<file path="src/rtl/splm_pkg.sv">
`default_nettype none

package splm_pkg;

    localparam int NUM_RD     = 5;
    localparam int CFG_IDX_W  = 3;
    localparam int CFG_DATA_W = 32;

    typedef logic signed [31:0] t_rd;
    typedef logic signed [32:0] t_bound;

    localparam t_rd ABSENT = 32'sh8000_0000;

    // Beat kinds.
    localparam logic CMD_PKT  = 1'b0;
    localparam logic CMD_TICK = 1'b1;

    // Register indexes.
    localparam logic [CFG_IDX_W-1:0] REG_CO2_LOW   = 3'd0;
    localparam logic [CFG_IDX_W-1:0] REG_CO2_HIGH  = 3'd1;
    localparam logic [CFG_IDX_W-1:0] REG_TEMP_LOW  = 3'd2;
    localparam logic [CFG_IDX_W-1:0] REG_TEMP_HIGH = 3'd3;
    localparam logic [CFG_IDX_W-1:0] REG_HUM_HIGH  = 3'd4;
    localparam logic [CFG_IDX_W-1:0] REG_LUX_HIGH  = 3'd5;
    localparam logic [CFG_IDX_W-1:0] REG_SOIL_HIGH = 3'd6;
    localparam logic [CFG_IDX_W-1:0] REG_TIMEOUT   = 3'd7;

    // Reset values, 4 fraction bits.
    localparam logic [30:0]        RST_CO2_LOW   = 31'd4800;
    localparam logic [30:0]        RST_CO2_HIGH  = 31'd640000;
    localparam logic signed [31:0] RST_TEMP_LOW  = -32'sd320;
    localparam logic signed [31:0] RST_TEMP_HIGH = 32'sd1120;
    localparam logic [30:0]        RST_HUM_HIGH  = 31'd1680;
    localparam logic [30:0]        RST_LUX_HIGH  = 31'd3200000;
    localparam logic [30:0]        RST_SOIL_HIGH = 31'd1680;
    localparam logic [31:0]        RST_TIMEOUT   = 32'd15000;

    typedef struct packed {
        logic [30:0]        co2_low;
        logic [30:0]        co2_high;
        logic signed [31:0] temp_low;
        logic signed [31:0] temp_high;
        logic [30:0]        hum_high;
        logic [30:0]        lux_high;
        logic [30:0]        soil_high;
        logic [31:0]        online_timeout;
    } t_cfg;

endpackage

`default_nettype wire

</file>
<file path="src/rtl/sensor_packet_link_monitor_core.sv">
`default_nettype none
// Channel   Handshake                  Beat contents
// -------   ------------------------   ------------------------------------------
// in        i_in_valid / o_in_stall     cmd, seq, five readings
// out       o_out_valid / i_out_stall   five readings, online, four counters, seen
// cfg       i_cfg_we (no wait)          i_cfg_idx, i_cfg_wdata
//
// One beat per cycle sustained while the output is not stalled; an accepted beat
// passes through the input register, then the state/result register, to o_out_valid.
// The state registers double as the result register: they move only when the
// output register is free, so a stalled result holds without a copy.
// Reset is synchronous, active low; it restores the default bounds, clears
// counters and flags and fills every reading with the absent code.
// o_in_stall rises only while the input register is full and the output is stalled.

module sensor_packet_link_monitor_core (
    input  logic                              i_clk,
    input  logic                              i_rst_n,
    // config write port
    input  logic                              i_cfg_we,
    input  logic [splm_pkg::CFG_IDX_W-1:0]    i_cfg_idx,
    input  logic [splm_pkg::CFG_DATA_W-1:0]   i_cfg_wdata,
    // input channel
    input  logic                              i_in_valid,
    output logic                              o_in_stall,
    input  logic                              i_cmd,
    input  logic [7:0]                        i_seq,
    input  logic signed [31:0]                i_co2_in,
    input  logic signed [31:0]                i_temp_in,
    input  logic signed [31:0]                i_hum_in,
    input  logic signed [31:0]                i_lux_in,
    input  logic signed [31:0]                i_soil_in,
    // output channel
    output logic                              o_out_valid,
    input  logic                              i_out_stall,
    output logic signed [31:0]                o_co2_out,
    output logic signed [31:0]                o_temp_out,
    output logic signed [31:0]                o_hum_out,
    output logic signed [31:0]                o_lux_out,
    output logic signed [31:0]                o_soil_out,
    output logic                              o_online,
    output logic [31:0]                       o_accepted_count,
    output logic [31:0]                       o_dup_count,
    output logic [31:0]                       o_lost_count,
    output logic [31:0]                       o_rejected_count,
    output logic                              o_seen_lux,
    output logic                              o_seen_soil
);
    import splm_pkg::*;

    t_cfg cfg;

    // Input register.
    logic        r_in_valid;
    logic        r_cmd;
    logic [7:0]  r_seq;
    t_rd         r_rd [NUM_RD];

    // Link state; also the result beat.
    logic        r_out_valid, n_out_valid;
    logic        r_have,      n_have;
    logic [7:0]  r_last,      n_last;
    logic        r_ever,      n_ever;
    logic [31:0] r_age,       n_age;
    logic        r_online,    n_online;
    t_rd         r_store [NUM_RD];
    t_rd         n_store [NUM_RD];
    logic [31:0] r_acc,  n_acc;
    logic [31:0] r_dup,  n_dup;
    logic [31:0] r_lost, n_lost;
    logic [31:0] r_rej,  n_rej;
    logic        r_seen_lux,  n_seen_lux;
    logic        r_seen_soil, n_seen_soil;

    logic        out_free;
    logic        adv;
    logic        is_dup;
    logic [7:0]  gap;
    logic [31:0] lost_inc;
    t_bound      lo [NUM_RD];
    t_bound      hi [NUM_RD];
    t_rd         chk_val [NUM_RD];
    logic [NUM_RD-1:0] chk_bad;
    logic        pkt_bad;

    splm_cfg u_cfg (
        .i_clk       (i_clk),
        .i_rst_n     (i_rst_n),
        .i_cfg_we    (i_cfg_we),
        .i_cfg_idx   (i_cfg_idx),
        .i_cfg_wdata (i_cfg_wdata),
        .o_cfg       (cfg)
    );

    // Handshake: advance when the result slot is empty or being drained.
    assign out_free   = !r_out_valid || !i_out_stall;
    assign adv        = r_in_valid && out_free;
    assign o_in_stall = r_in_valid && !out_free;

    always_ff @(posedge i_clk) begin
        if (!i_rst_n) begin
            r_in_valid <= 1'b0;
        end else if (!o_in_stall) begin
            r_in_valid <= i_in_valid;
        end
    end

    // Payload needs no reset: load on accepted beat only.
    always_ff @(posedge i_clk) begin
        if (i_in_valid && !o_in_stall) begin
            r_cmd   <= i_cmd;
            r_seq   <= i_seq;
            r_rd[0] <= i_co2_in;
            r_rd[1] <= i_temp_in;
            r_rd[2] <= i_hum_in;
            r_rd[3] <= i_lux_in;
            r_rd[4] <= i_soil_in;
        end
    end

    // Bounds per channel; humidity, light and soil have a fixed zero floor.
    assign lo[0] = {2'b00, cfg.co2_low};
    assign hi[0] = {2'b00, cfg.co2_high};
    assign lo[1] = {cfg.temp_low[31], cfg.temp_low};
    assign hi[1] = {cfg.temp_high[31], cfg.temp_high};
    assign lo[2] = '0;
    assign hi[2] = {2'b00, cfg.hum_high};
    assign lo[3] = '0;
    assign hi[3] = {2'b00, cfg.lux_high};
    assign lo[4] = '0;
    assign hi[4] = {2'b00, cfg.soil_high};

    for (genvar g = 0; g < NUM_RD; g++) begin : g_rng
        splm_range u_range (
            .i_val (r_rd[g]),
            .i_lo  (lo[g]),
            .i_hi  (hi[g]),
            .o_val (chk_val[g]),
            .o_bad (chk_bad[g])
        );
    end

    // Only CO2, temperature and humidity can reject a packet.
    assign pkt_bad = chk_bad[0] | chk_bad[1] | chk_bad[2];

    assign is_dup   = r_have && (r_seq == r_last);
    assign gap      = r_seq - r_last;
    assign lost_inc = (r_have && (gap > 8'd1)) ? {24'd0, gap - 8'd1} : 32'd0;

    always_comb begin
        n_have      = r_have;
        n_last      = r_last;
        n_ever      = r_ever;
        n_age       = r_age;
        n_store     = r_store;
        n_acc       = r_acc;
        n_dup       = r_dup;
        n_lost      = r_lost;
        n_rej       = r_rej;
        n_seen_lux  = r_seen_lux;
        n_seen_soil = r_seen_soil;
        if (adv) begin
            if (r_cmd == CMD_TICK) begin
                // Saturate the age instead of wrapping.
                if (r_age != '1) begin
                    n_age = r_age + 32'd1;
                end
            end else if (is_dup) begin
                n_dup = r_dup + 32'd1;
            end else begin
                n_have  = 1'b1;
                n_last  = r_seq;
                n_store = chk_val;
                n_lost  = r_lost + lost_inc;
                if (pkt_bad) begin
                    n_rej = r_rej + 32'd1;
                end
                if (chk_val[3] != ABSENT) begin
                    n_seen_lux = 1'b1;
                end
                if (chk_val[4] != ABSENT) begin
                    n_seen_soil = 1'b1;
                end
                n_ever = 1'b1;
                n_age  = '0;
                n_acc  = r_acc + 32'd1;
            end
        end
        n_online = n_ever && (n_age < cfg.online_timeout);
    end

    always_comb begin
        if (adv) begin
            n_out_valid = 1'b1;
        end else if (out_free) begin
            n_out_valid = 1'b0;
        end else begin
            n_out_valid = r_out_valid;
        end
    end

    always_ff @(posedge i_clk) begin
        if (!i_rst_n) begin
            r_out_valid <= 1'b0;
            r_have      <= 1'b0;
            r_last      <= '0;
            r_ever      <= 1'b0;
            r_age       <= '0;
            r_online    <= 1'b0;
            for (int i = 0; i < NUM_RD; i++) begin
                r_store[i] <= ABSENT;
            end
            r_acc       <= '0;
            r_dup       <= '0;
            r_lost      <= '0;
            r_rej       <= '0;
            r_seen_lux  <= 1'b0;
            r_seen_soil <= 1'b0;
        end else begin
            r_out_valid <= n_out_valid;
            r_have      <= n_have;
            r_last      <= n_last;
            r_ever      <= n_ever;
            r_age       <= n_age;
            // Hold online with the rest of the beat while stalled.
            if (adv) begin
                r_online <= n_online;
            end
            r_store     <= n_store;
            r_acc       <= n_acc;
            r_dup       <= n_dup;
            r_lost      <= n_lost;
            r_rej       <= n_rej;
            r_seen_lux  <= n_seen_lux;
            r_seen_soil <= n_seen_soil;
        end
    end

    assign o_out_valid      = r_out_valid;
    assign o_co2_out        = r_store[0];
    assign o_temp_out       = r_store[1];
    assign o_hum_out        = r_store[2];
    assign o_lux_out        = r_store[3];
    assign o_soil_out       = r_store[4];
    assign o_online         = r_online;
    assign o_accepted_count = r_acc;
    assign o_dup_count      = r_dup;
    assign o_lost_count     = r_lost;
    assign o_rejected_count = r_rej;
    assign o_seen_lux       = r_seen_lux;
    assign o_seen_soil      = r_seen_soil;

endmodule

`default_nettype wire

</file>
<file path="src/rtl/splm_cfg.sv">
`default_nettype none

module splm_cfg (
    input  logic                              i_clk,
    input  logic                              i_rst_n,
    input  logic                              i_cfg_we,
    input  logic [splm_pkg::CFG_IDX_W-1:0]    i_cfg_idx,
    input  logic [splm_pkg::CFG_DATA_W-1:0]   i_cfg_wdata,
    output splm_pkg::t_cfg                    o_cfg
);
    import splm_pkg::*;

    t_cfg r_cfg;
    t_cfg n_cfg;

    always_comb begin
        n_cfg = r_cfg;
        if (i_cfg_we) begin
            case (i_cfg_idx)
                REG_CO2_LOW:   n_cfg.co2_low        = i_cfg_wdata[30:0];
                REG_CO2_HIGH:  n_cfg.co2_high       = i_cfg_wdata[30:0];
                REG_TEMP_LOW:  n_cfg.temp_low       = i_cfg_wdata;
                REG_TEMP_HIGH: n_cfg.temp_high      = i_cfg_wdata;
                REG_HUM_HIGH:  n_cfg.hum_high       = i_cfg_wdata[30:0];
                REG_LUX_HIGH:  n_cfg.lux_high       = i_cfg_wdata[30:0];
                REG_SOIL_HIGH: n_cfg.soil_high      = i_cfg_wdata[30:0];
                REG_TIMEOUT:   n_cfg.online_timeout = i_cfg_wdata;
                default:       n_cfg = r_cfg;
            endcase
        end
    end

    always_ff @(posedge i_clk) begin
        if (!i_rst_n) begin
            r_cfg.co2_low        <= RST_CO2_LOW;
            r_cfg.co2_high       <= RST_CO2_HIGH;
            r_cfg.temp_low       <= RST_TEMP_LOW;
            r_cfg.temp_high      <= RST_TEMP_HIGH;
            r_cfg.hum_high       <= RST_HUM_HIGH;
            r_cfg.lux_high       <= RST_LUX_HIGH;
            r_cfg.soil_high      <= RST_SOIL_HIGH;
            r_cfg.online_timeout <= RST_TIMEOUT;
        end else begin
            r_cfg <= n_cfg;
        end
    end

    assign o_cfg = r_cfg;

endmodule

`default_nettype wire

</file>
<file path="src/rtl/splm_range.sv">
`default_nettype none

module splm_range (
    input  splm_pkg::t_rd    i_val,
    input  splm_pkg::t_bound i_lo,
    input  splm_pkg::t_bound i_hi,
    output splm_pkg::t_rd    o_val,
    output logic             o_bad
);
    import splm_pkg::*;

    t_bound val_x;
    logic   in_rng;

    // Inclusive window; the absent code may pass if the bounds allow it.
    assign val_x  = {i_val[31], i_val};
    assign in_rng = (val_x >= i_lo) && (val_x <= i_hi);
    assign o_val  = in_rng ? i_val : ABSENT;
    assign o_bad  = !in_rng && (i_val != ABSENT);

endmodule

`default_nettype wire

</file>
<file path="config.mk">
export PLATFORM = sky130hd
export DESIGN_NAME = sensor_packet_link_monitor_core
export DESIGN_NICKNAME = d
export VERILOG_FILES = /design/src/rtl/splm_pkg.sv /design/src/rtl/sensor_packet_link_monitor_core.sv /design/src/rtl/splm_cfg.sv /design/src/rtl/splm_range.sv
export SDC_FILE = /design/constraint.sdc
export NUM_CORES = 2
export LEC_CHECK = 0
export ABC_CLOCK_PERIOD_IN_PS = 17800
export BUFFER_PORTS_ARGS = -buffer_cell sky130_fd_sc_hd__buf_4
export CORE_ASPECT_RATIO = 0.75
export CORE_UTILIZATION = 40
export CTS_CLUSTER_SIZE = 28
export DETAILED_ROUTE_END_ITERATION = 6
export SYNTH_ARGS = -nofsm -noshare
export SYNTH_HDL_FRONTEND = slang
export SYNTH_SLANG_ARGS = --single-unit
</file>
<file path="constraint.sdc">
create_clock -name i_clk -period 17.8 [get_ports i_clk]
set_input_delay 3.56 -clock i_clk [delete_from_list [all_inputs] [get_ports i_clk]]
set_output_delay 3.56 -clock i_clk [all_outputs]
set_load 0.05 [all_outputs]
</file>
==> flow_summary_export.csv <==
group,metric,value,unit
placement,place_hpwl,74.1,mm
timing,fin_crit_sh,43.3,%
timing,worst_pin_slew,1360,ps
grt,grt_max_degree,234,
critical_path,timing.rr.start,"r_seq[0]$_DFFE_PP_",
worst_hold_path,hold_end,"o_lux_out[27]$_SDFFE_PN0P_",
pwr,leakagePower,0.0169,uW
timing,maxSlewHeadroom,9.56,%
yosys,synth-main-ff-cell,"dfxtp_1",
floorplan,die_w,347,um
floorplan,core,88100,um2
critical_path,arrival,4140,ps
placement,io_buffer_count,501,
yosys,ys_types,71,
timing,finalHoldViolCount,0,
cts,cts_made_buffers,81,
critical_path,rr_worst_depth,22,
worst_hold_path,hold_start,"o_lux_out[27]$_SDFFE_PN0P_",
worst_hold_path,holdPathStages,2,
yosys,seq_area_frac_synth,47.1,%
critical_path,cp.required,14240,ps
cts,cts_hold_buffers,0,
cts,tritoncts,"done",
cts,clock_path_buffers,3,
run_status,status,"complete, no violations",
floorplan,fp-row-count,94,
floorplan,die_h,261,um
floorplan,io_pins,502,
critical_path,critPathCaptureType,"output pin",
timing,report.final.slew_viol_count,0,
timing,min_period,7700,ps
cts,clock_latency,640,ps
finish,area_delta_synth_final,20.5,%
drt,num_vias,28700,
critical_path,path_max_fanout,4,
yosys,avgSynthCellArea,9.16,um2
yosys,syn_nets,4380,
critical_path,ff2ff_setup_slack,12400,ps
pwr,power_density,90.2,nW/um2
yosys,ys_warn_count,0,
drt,route.detailed.drc,0,
placement,dp_slack,10090,ps
drt,wl_per_cell,19.4,um
timing,setup_viol,0,
floorplan,fp.dieArea,90500,um2
critical_path,crit_type,"primary input to output pin",
finish,drive_gt1_share,15.9,%
yosys,synthCells,3897,
yosys,syn_area,35700,um2
floorplan,start_util,40.5,%
yosys,ys_seq_elements,755,
timing,setup_tns,0,ps
critical_path,cp-start-kind,"primary input",
timing,clock.fmax,130,MHz
placement,place_congestion,0.864,
drt,routed_wl,107,mm
grt,antenna_found_initial,11,
grt,grtUsageTotal,23.1,%
drt,dr.pass1.iters,5,
cts,cts.clk_slew.worst_paths,60,ps
cts,cts-root-buf,"clkbuf_16",
cts,clock-sinks,755,
timing,rsz0062_at_grt,"no",
cts,cts_resized,0,
drt,detail_route.iter0.violations,2136,
run,cap_violations,0,
cts,h-tree-depth,3,
timing,final.setup_skew,20.8,ps
critical_path,r2r_end,"o_lost_count[20]$_SDFFE_PN0P_",
worst_hold_path,hold_class,"register to register",
yosys,async_reset_ff_share,0,%
cts,post-cts-setup-buffers,0,
pwr,irDropWorstVdd,72.6,uV
grt,overflow,0,
grt,grt_pass1_wl,162,mm
drt,drtAntennaViolNets,0,
timing,fin_ws,10100,ps
yosys,synth_edf_count,169,
drt,via_per_inst,5.20,
finish,fin_nets,4784,
grt,grt_pass1_vias,27100,
per-stage QoR:
step / area [um2] / hold slack [ps] / utilization, % / cells / total power [uW]
final: 43000 / 460 / 48.8 / 5520 / 3880
after global routing: 43000 / 479 / 48.8 / 5520 / 4030
after CTS: 43000 / 457 / 48.8 / 5519 / 3920
after detailed placement: 40400 / 447 / 45.8 / 5370 / 2190
after global placement: 40400 / 442 / 45.8 / 5370 / 2190
after floorplan: 35700 / 432 / - / 3897 / 2060
placed cells by master, fill, tap and decap left out, drive strengths merged, types with 8 or more instances in the layout:
master / count
nor4: 42
nand4: 84
nor3: 28
nor2b: 93
edfxtp: 169
o41ai: 11
bufinv: 8
nand2b: 44
mux2i: 28
dfxtp: 586
o21a: 13
or2: 10
nand2: 756
clkinv: 22
inv: 286
nor4b: 10
o311ai: 10
and4: 14
nand3: 129
a31oi: 11
nor2: 67
ha: 272
or3: 20
o31ai: 12
a21oi: 149
a211oi: 9
a21o: 51
xnor2: 55
a21boi: 256
clkbuf: 108
o21ai: 107
xor2: 24
a22oi: 62
and2: 119
and3: 38
buf: 532
o211ai: 72
area by class of cell:
cell class | count | area (um2)
tap | 1152 | 1440
fill | 8335 | 45100
clock buffer | 108 | 2240
multi-input combinational | 2649 | 17000
timing repair buffer | 532 | 4010
sequential | 755 | 16800
inverter | 282 | 1060
antenna | 1 | 2.50
clock inverter | 41 | 429
worst max-delay path by stage:
stage | depth (start not counted) | slack, ps | end | start
floorplan | 2 | 5710 | r_cmd$_DFFE_PP_ | i_out_stall
global placement | 3 | 10110 | o_in_stall | i_out_stall
detailed placement | 3 | 10090 | o_in_stall | i_out_stall
CTS | 3 | 10090 | o_in_stall | i_out_stall
global route | 3 | 10070 | o_in_stall | i_out_stall
finish | 3 | 10100 | o_in_stall | i_out_stall
cells in the mapped netlist (9+ instances only):
| library cell | number | area (um2) |
|---|---|---|
| and4_1 | 14 | 123 |
| o21a_1 | 13 | 97.6 |
| buf_1 | 11 | 41.3 |
| edfxtp_1 | 169 | 5070 |
| o21ai_0 | 101 | 505 |
| a31oi_1 | 11 | 68.8 |
| buf_4 | 10 | 75.1 |
| o31ai_1 | 12 | 90.1 |
| o311ai_1 | 9 | 78.8 |
| clkbuf_1 | 165 | 619 |
| o211ai_1 | 72 | 541 |
| ha_1 | 272 | 3400 |
| nor3_1 | 26 | 130 |
| xnor2_1 | 55 | 482 |
| a22oi_1 | 62 | 465 |
| xor2_1 | 24 | 210 |
| or2_2 | 9 | 56.3 |
| nor2b_1 | 93 | 582 |
| a21o_1 | 51 | 383 |
| nand2b_1 | 44 | 275 |
| nand3_1 | 129 | 646 |
| dfxtp_1 | 586 | 11700 |
| nor2_1 | 67 | 251 |
| clkbuf_2 | 21 | 105 |
| or3_1 | 20 | 125 |
| nand4_1 | 83 | 519 |
| a211oi_1 | 9 | 67.6 |
| a21oi_1 | 149 | 746 |
| nand2_1 | 756 | 2840 |
| inv_1 | 282 | 1060 |
| a21boi_0 | 252 | 1890 |
| mux2i_1 | 28 | 280 |
| and2_1 | 119 | 744 |
| nor4_1 | 35 | 219 |
| o41ai_1 | 11 | 96.3 |
| and3_1 | 38 | 238 |
report_power, final:
| part | internal, uW | switching, uW |
|---|---|---|
| logic | 120 | 197 |
| clock network | 1000 | 720 |
| registers | 1800 | 42.6 |
| total | 2920 | 959 |
critical path: stages:
cell and delay [ps]:
buf_4 110, and3_1 240, buf_4 230
logic make-up (layout without fill, tap and decap cells):
logic type                 after synthesis  count (layout)  share of synthesized area, %
xor gates and xnor gates                79              79                          1.94
AOI/OAI and AO/OA                      793             793                          15.1
adders and majority gates              274             274                          9.65
DFF                                    755             755                          47.1
buffers and inverters                  493             963                          5.39
muxes                                   28              28                         0.785
and+or+nand+nor                       1475            1475                          20.1
other                                    0               1                             0
routing by layer:
layer | track usage (%) | part of all wire (%) | vias up
met5 | 0 | 0.012 | -
met4 | 6.24 | 2.4 | 2
met3 | 5.62 | 7.5 | 157
met2 | 35.1 | 44 | 825
met1 | 32.7 | 47 | 13500
li1 | - | - | 14300
flip-flops by register name, summed over array words and instances (netlist names), 8 cells and up:
register and flops:
u_cfg.o_cfg 251, r_rd 160, o_accepted_count 32, o_co2_out 32
o_dup_count 32, o_hum_out 32, o_lost_count 32, o_lux_out 32
o_rejected_count 32, o_soil_out 32, o_temp_out 32, r_age 32
r_last 8, r_seq 8
(Power assumes the default switching activity.)
